==> config.mk <==
export PLATFORM = sky130hd
export DESIGN_NAME = infix_to_postfix_converter_core
export DESIGN_NICKNAME = d
export VERILOG_FILES = /design/src/sv/itp_pkg.sv /design/src/sv/itp_ram.sv /design/src/sv/infix_to_postfix_converter_core.sv
export SDC_FILE = /design/constraint.sdc
export NUM_CORES = 1
export LEC_CHECK = 0
export BUFFER_PORTS_ARGS = -buffer_cell sky130_fd_sc_hd__buf_2
export CORE_ASPECT_RATIO = 1.5
export CORE_MARGIN = 2
export CORE_UTILIZATION = 65
export CTS_BUF_LIST = sky130_fd_sc_hd__clkbuf_4 sky130_fd_sc_hd__clkbuf_8
export CTS_CLUSTER_DIAMETER = 40
export DETAILED_ROUTE_END_ITERATION = 10
export PLACE_DENSITY_LB_ADDON = 0.25
export SKIP_LAST_GASP = 1
export SLEW_MARGIN = 25
export SYNTH_ARGS = -nofsm -noshare
export SYNTH_HDL_FRONTEND = slang
export SYNTH_SLANG_ARGS = --single-unit
==> constraint.sdc <==
create_clock -name clk -period 10.1 [get_ports clk]
set_input_delay 1.01 -clock clk [delete_from_list [all_inputs] [get_ports clk]]
set_output_delay 1.01 -clock clk [all_outputs]
set_load 0.03 [all_outputs]
==> src/sv/itp_pkg.sv <==
// ---------------------------------------------------------------------------
// itp_pkg
// types, character codes and classification functions of the converter
// ---------------------------------------------------------------------------
package itp_pkg;

    typedef logic [7:0]        char_t;
    typedef logic signed [2:0] prec_t;

    typedef enum logic [2:0] {
        S_IDLE,
        S_OPER,
        S_READ,
        S_FLUSH,
        S_FREAD
    } state_t;

    localparam char_t CH_PLUS  = 8'h2B;
    localparam char_t CH_MINUS = 8'h2D;
    localparam char_t CH_MUL   = 8'h2A;
    localparam char_t CH_DIV   = 8'h2F;
    localparam char_t CH_POW   = 8'h5E;
    localparam char_t CH_OPEN  = 8'h28;
    localparam char_t CH_CLOSE = 8'h29;
    localparam char_t CH_NUL   = 8'h00;

    function automatic prec_t prec_of(input char_t c);
        prec_t p;
        case (c)
            CH_PLUS, CH_MINUS: p = 3'sd1;
            CH_MUL, CH_DIV:    p = 3'sd2;
            CH_POW:            p = 3'sd3;
            default:           p = -3'sd1;
        endcase
        return p;
    endfunction

    function automatic logic is_operand(input char_t c);
        return c inside {[8'h61:8'h7A], [8'h41:8'h5A], [8'h30:8'h39]};
    endfunction

endpackage

==> src/sv/itp_ram.sv <==
// ---------------------------------------------------------------------------
// itp_ram
// generic single-write, single-read memory with registered read data
// ---------------------------------------------------------------------------
module itp_ram #(
    parameter int WIDTH = 8,
    parameter int DEPTH = 32
) (
    input  logic                     clk,
    input  logic                     we,
    input  logic [$clog2(DEPTH)-1:0] waddr,
    input  logic [WIDTH-1:0]         wdata,
    input  logic                     re,
    input  logic [$clog2(DEPTH)-1:0] raddr,
    output logic [WIDTH-1:0]         rdata
);

    logic [WIDTH-1:0] mem [DEPTH];
    logic [WIDTH-1:0] rdata_reg;

    always_ff @(posedge clk)
    begin
        if (we)
        begin
            mem[waddr] <= wdata;
        end
        if (re)
        begin
            rdata_reg <= mem[raddr];
        end
    end

    assign rdata = rdata_reg;

endmodule

==> src/sv/infix_to_postfix_converter_core.sv <==
// ---------------------------------------------------------------------------
// infix_to_postfix_converter_core
// shunting-yard converter: infix characters in, postfix characters out,
// operator stack held in a synchronous ram
//
//   channel | handshake          | payload
//   --------+--------------------+------------------------------------
//   input   | in_valid/in_stall  | symbol, final_char
//   output  | out_valid/out_stall| out_symbol, end_of_run, overflow
//
// an operand, a '(', or a ')' or operator on an empty stack needs no stack read;
// otherwise the stack top is read, each popped entry is emitted in turn and a
// closing step follows, left out when the pops empty the stack (registered ram read)
// end of expression: the flush pops every stack entry, then emits the terminator
// output stalls hold the sequencer at the pending emit
// reset empties the stack count and clears the overflow flag; no ram pass
// ---------------------------------------------------------------------------
module infix_to_postfix_converter_core #(
    parameter int STACK_DEPTH = 32
) (
    input  logic       clk,
    input  logic       rst_n,
    input  logic       in_valid,
    output logic       in_stall,
    input  logic [7:0] symbol,
    input  logic       final_char,
    output logic       out_valid,
    input  logic       out_stall,
    output logic [7:0] out_symbol,
    output logic       end_of_run,
    output logic       overflow
);

    localparam int CW = $clog2(STACK_DEPTH + 1);
    localparam int AW = $clog2(STACK_DEPTH);
    localparam logic [CW-1:0] DEPTH_C = CW'(STACK_DEPTH);
    localparam logic [CW-1:0] ONE_C   = CW'(1);
    localparam logic [CW-1:0] TWO_C   = CW'(2);

    itp_pkg::state_t state_reg, state_next;
    itp_pkg::char_t  sym_reg, sym_next;
    logic            last_reg, last_next;
    logic [CW-1:0]   cnt_reg, cnt_next;
    logic            ovf_reg, ovf_next;

    itp_pkg::char_t  out_sym_reg;
    logic            out_end_reg;
    logic            out_ovf_reg;
    logic            out_valid_reg;

    logic            out_free;
    logic            emit;
    itp_pkg::char_t  emit_sym;
    logic            emit_end;

    logic            we;
    logic [AW-1:0]   waddr;
    logic            re;
    logic [AW-1:0]   raddr;
    itp_pkg::char_t  rdata;

    itp_pkg::char_t  cur_sym;
    logic            cur_last;
    itp_pkg::state_t done_state;
    logic            is_close;
    logic            stop;
    logic [CW-1:0]   cnt_m1;
    logic [CW-1:0]   cnt_m2;

    itp_ram #(
        .WIDTH (8),
        .DEPTH (STACK_DEPTH)
    ) u_stack (
        .clk   (clk),
        .we    (we),
        .waddr (waddr),
        .wdata (cur_sym),
        .re    (re),
        .raddr (raddr),
        .rdata (rdata)
    );

    always_ff @(posedge clk or negedge rst_n)
    begin
        if (!rst_n)
        begin
            state_reg     <= itp_pkg::S_IDLE;
            cnt_reg       <= '0;
            ovf_reg       <= 1'b0;
            out_valid_reg <= 1'b0;
        end
        else
        begin
            state_reg <= state_next;
            cnt_reg   <= cnt_next;
            ovf_reg   <= ovf_next;
            if (emit)
            begin
                out_valid_reg <= 1'b1;
            end
            else if (!out_stall)
            begin
                out_valid_reg <= 1'b0;
            end
        end
    end

    always_ff @(posedge clk)
    begin
        sym_reg  <= sym_next;
        last_reg <= last_next;
        if (emit)
        begin
            out_sym_reg <= emit_sym;
            out_end_reg <= emit_end;
            out_ovf_reg <= ovf_reg;
        end
    end

    assign out_free = !out_valid_reg || !out_stall;
    assign cnt_m1   = cnt_reg - ONE_C;
    assign cnt_m2   = cnt_reg - TWO_C;
    assign cur_sym  = (state_reg == itp_pkg::S_IDLE) ? symbol : sym_reg;
    assign cur_last = (state_reg == itp_pkg::S_IDLE) ? final_char : last_reg;
    assign done_state = cur_last ? itp_pkg::S_FLUSH : itp_pkg::S_IDLE;
    assign is_close = (sym_reg == itp_pkg::CH_CLOSE);
    assign stop = is_close ? (rdata == itp_pkg::CH_OPEN)
                           : (itp_pkg::prec_of(sym_reg) > itp_pkg::prec_of(rdata));

    always_comb
    begin
        state_next = state_reg;
        sym_next   = sym_reg;
        last_next  = last_reg;
        cnt_next   = cnt_reg;
        ovf_next   = ovf_reg;
        emit       = 1'b0;
        emit_sym   = rdata;
        emit_end   = 1'b0;
        we         = 1'b0;
        waddr      = cnt_reg[AW-1:0];
        re         = 1'b0;
        raddr      = cnt_m1[AW-1:0];
        in_stall   = (state_reg != itp_pkg::S_IDLE);

        case (state_reg)
            itp_pkg::S_IDLE:
            begin
                if (in_valid)
                begin
                    sym_next  = symbol;
                    last_next = final_char;
                    if (itp_pkg::is_operand(symbol))
                    begin
                        if (out_free)
                        begin
                            emit       = 1'b1;
                            emit_sym   = symbol;
                            state_next = done_state;
                        end
                        else
                        begin
                            state_next = itp_pkg::S_OPER;
                        end
                    end
                    else if (symbol != itp_pkg::CH_OPEN && cnt_reg != '0)
                    begin
                        re         = 1'b1;
                        state_next = itp_pkg::S_READ;
                    end
                    else
                    begin
                        if (symbol != itp_pkg::CH_CLOSE)
                        begin
                            if (cnt_reg < DEPTH_C)
                            begin
                                we       = 1'b1;
                                cnt_next = cnt_reg + ONE_C;
                            end
                            else
                            begin
                                ovf_next = 1'b1;
                            end
                        end
                        state_next = done_state;
                    end
                end
            end

            itp_pkg::S_OPER:
            begin
                if (out_free)
                begin
                    emit       = 1'b1;
                    emit_sym   = sym_reg;
                    state_next = done_state;
                end
            end

            itp_pkg::S_READ:
            begin
                if (stop)
                begin
                    if (is_close)
                    begin
                        cnt_next = cnt_m1;
                    end
                    else if (cnt_reg < DEPTH_C)
                    begin
                        we       = 1'b1;
                        cnt_next = cnt_reg + ONE_C;
                    end
                    else
                    begin
                        ovf_next = 1'b1;
                    end
                    state_next = done_state;
                end
                else if (out_free)
                begin
                    emit     = 1'b1;
                    cnt_next = cnt_m1;
                    if (cnt_reg > ONE_C)
                    begin
                        re    = 1'b1;
                        raddr = cnt_m2[AW-1:0];
                    end
                    else
                    begin
                        if (!is_close)
                        begin
                            we       = 1'b1;
                            waddr    = '0;
                            cnt_next = cnt_reg;
                        end
                        state_next = done_state;
                    end
                end
            end

            itp_pkg::S_FLUSH:
            begin
                if (cnt_reg != '0)
                begin
                    re         = 1'b1;
                    state_next = itp_pkg::S_FREAD;
                end
                else if (out_free)
                begin
                    emit       = 1'b1;
                    emit_sym   = itp_pkg::CH_NUL;
                    emit_end   = 1'b1;
                    ovf_next   = 1'b0;
                    state_next = itp_pkg::S_IDLE;
                end
            end

            itp_pkg::S_FREAD:
            begin
                if (out_free)
                begin
                    emit     = 1'b1;
                    cnt_next = cnt_m1;
                    if (cnt_reg > ONE_C)
                    begin
                        re    = 1'b1;
                        raddr = cnt_m2[AW-1:0];
                    end
                    else
                    begin
                        state_next = itp_pkg::S_FLUSH;
                    end
                end
            end

            default:
            begin
                state_next = itp_pkg::S_IDLE;
            end
        endcase
    end

    assign out_valid  = out_valid_reg;
    assign out_symbol = out_sym_reg;
    assign end_of_run = out_end_reg;
    assign overflow   = out_ovf_reg;

endmodule

==> run summary <==
DP Area: 13050 um2
GRT overflow: 0
Synthesis-to-finish area growth: 9.563%
H-tree depth: 2
Worst Tran Pin Value: 1.085 ns
Max reg flops: 256
Maximum clock frequency: 186.1 MHz
Fin. Hold Viols: 0
DRT iter0 DRCs: 1257
CTS root buf: clkbuf_8
Reg with most FFs: u_stack.mem
Power Dens Cells: 364.1 nW/um2
Routed length per instance: 25.35 um
Synth Instances: 919
GR Util All Layers: 30.80%
Fin crit share: 53.21%
Max-slew violation count: 0
Clock Power Share: 18.9%
Req. time, crit path: 10.38 ns
Clock Sinks: 294
Number of library cell types mapped by synthesis: 69
DP HPWL: 20330 um
Final #Nets: 976
Vias: 8338
Worst path cell trace: or3b_2 -> nor3b_1 -> and3_1 -> ha_1 -> nor2b_1 -> o311ai_0 -> a21bo_2 -> a21o_1 -> mux2_2 -> nor2_1 -> a32o_1 -> a221oi_1 -> a211oi_1 -> nand3_1
Seq cells post-synth: 294
Top FF cell, synth: edfxtp_1
Post-Syn Area: 12700 um2
Ant diodes: 0
Die H: 175.2 um
Startpoint types: register
CTS Hold Bufs: 0
Async S/R FF share, synth: 3.741%
GP Congestion: 0.9410
Die W: 118.2 um
WP buf/inv: 0
Clock skew: 0.01913 ns
Setup Total Neg Slack: 0 ns
RSZ-0062 raised after global routing: no
Max Cap Violations: 0
PortBufs: 24
Sequential area share after synthesis: 69.06%
Clock buffer count from CTS: 43
Most frequent cells in the layout: edfxtp_1, nand2_1, nor2_1
Die area: 20700 um2
CTS resizes: 0
Most common cell after layout, fill and taps aside: edfxtp_1
Critical path's slowest cell: mux2_2
I/O pins: 25
Max Buffers Root-to-Sink: 3
Total Wirelength: 31500 um
Outcome: finished clean
CTS clk-pin slew, worst paths: 0.06 ns
Final min period: 5.374 ns
Combinational fraction of design power: 46.4%
ANT nets after route: 0
Min-delay worst type: input port to async pin
Syn avg cell area: 13.82 um2
Initial Util: 66.31%
CTS tree: yes
Vias in the first global route: 8177
Leakage: 0.004717 uW
Mapped Nets: 941
Reg power frac: 34.8%
Design area: 13920 um2
Psw: 2160 uW
Ratio of cells with drive above 1 in the final layout: 14.49%
Kind of critical path: register to register
DRC: 0
DR pass1 iterations: 7
WP data arrival: 5.65 ns
Peak supply drop: 241.8 uV
Delay-heaviest family, CP: compound AO/OA/AOI/OAI gates
Max incr delay on CP: 0.66 ns
First-pass GRT wire length: 47620 um
Number of synthesis warnings: 0
Final Setup Violations: 0
Initial antenna violation count: 0
Largest net degree at the start of global routing: 61
Core area: 19160 um2
Clk_lat worst skew: 0.56 ns
Setup Buffers After CTS: 0
EDFF count, synth: 283
Num rows: 62
P_int: 2908 uW
Vias per cell: 6.708
Switching part of the total: 42.62%
Slew headroom: 27.69%
Crit-path max FO: 29
Setup crit end kind: register
per-stage QoR:
stage          utilization, %  worst slack (ns)  instances  hold WS, ns  total power [uW]
2_1_floorplan               -             6.022        919       0.4257              3380
3_3_place_gp            68.07             4.821       1165       0.4505              4054
3_5_place_dp            68.08             4.745       1165       0.4437              4084
4_1_cts                 72.59             4.773       1243       0.3136              5025
5_1_grt                 72.65             4.368       1243       0.3274              5273
6_report                72.65             4.726       1243       0.3213              5068
power groups by stage:
stage	clock network [uW]	logic, uW	registers (uW)
floorplan	0	1620	1760
global placement	0	2270	1780
detailed placement	0	2300	1780
CTS	962	2300	1760
global route	1010	2490	1770
finish	956	2350	1760
cell families after synthesis:
family / count (synthesis) / synth area share (%)
xor gates and xnor gates: 14 / 1.024
adders and majority gates: 9 / 0.8864
AOI/OAI and AO/OA: 130 / 7.583
buffers and inverters: 60 / 2.245
muxes: 63 / 6.716
and+or+nand+nor: 349 / 12.49
DFF: 294 / 69.06
worst paths after layout:
check	startpoint	end	slack (ns)	depth (start not counted)
min in group clk	ovf_reg	overflow	0.46	0
min reg2reg	ovf_reg	overflow	0.46	0
max in group asynchronous	rst_n	out_valid	9.58	1
max reg2reg	u_stack.rdata[6]	u_stack.rdata[7]	4.73	14
max	u_stack.rdata[6]	u_stack.rdata[7]	4.73	14
min	rst_n	cnt_reg[0]	0.32	1
per-layer routing:
metal	vias up	part of all wire, %	global-route usage, %
met5	-	0	0
met1	4051	35	37.51
met3	115	8.9	4.798
met4	0	5.0	15.41
li1	3613	-	-
met2	559	51	53.52
cell type report:
class | instances | area, um2
clock buffer | 58 | 710.7
clock inverter | 20 | 153.9
fill | 1242 | 5241
inverter | 16 | 60.06
multi-input combinational | 565 | 3706
sequential | 294 | 8773
tap | 256 | 320.3
timing repair buffer | 34 | 195.2
synthesized netlist by cell type, types with 5 or more instances:
cell type | instances | area (um2)
edfxtp_1 | 283 | 8498
nor4b_1 | 5 | 43.79
nor3_1 | 13 | 65.06
clkbuf_1 | 20 | 75.07
a32oi_1 | 8 | 70.07
o221ai_1 | 5 | 43.79
a21oi_1 | 25 | 125.1
dfrtp_1 | 11 | 275.3
nor2_1 | 65 | 244.0
o21ai_0 | 14 | 70.07
nand4_1 | 12 | 75.07
a211oi_1 | 6 | 45.04
a32o_1 | 7 | 70.07
ha_1 | 9 | 112.6
inv_1 | 14 | 52.55
a222oi_1 | 6 | 60.06
nand2_1 | 159 | 596.8
a22oi_1 | 7 | 52.55
a31oi_1 | 8 | 50.05
nand3_1 | 57 | 285.3
buf_2 | 15 | 75.07
mux4_2 | 17 | 382.9
a221oi_1 | 16 | 140.1
mux2i_1 | 40 | 400.4
xnor2_1 | 9 | 78.83
No activity file was read; power rests on OpenSTA's default activity.
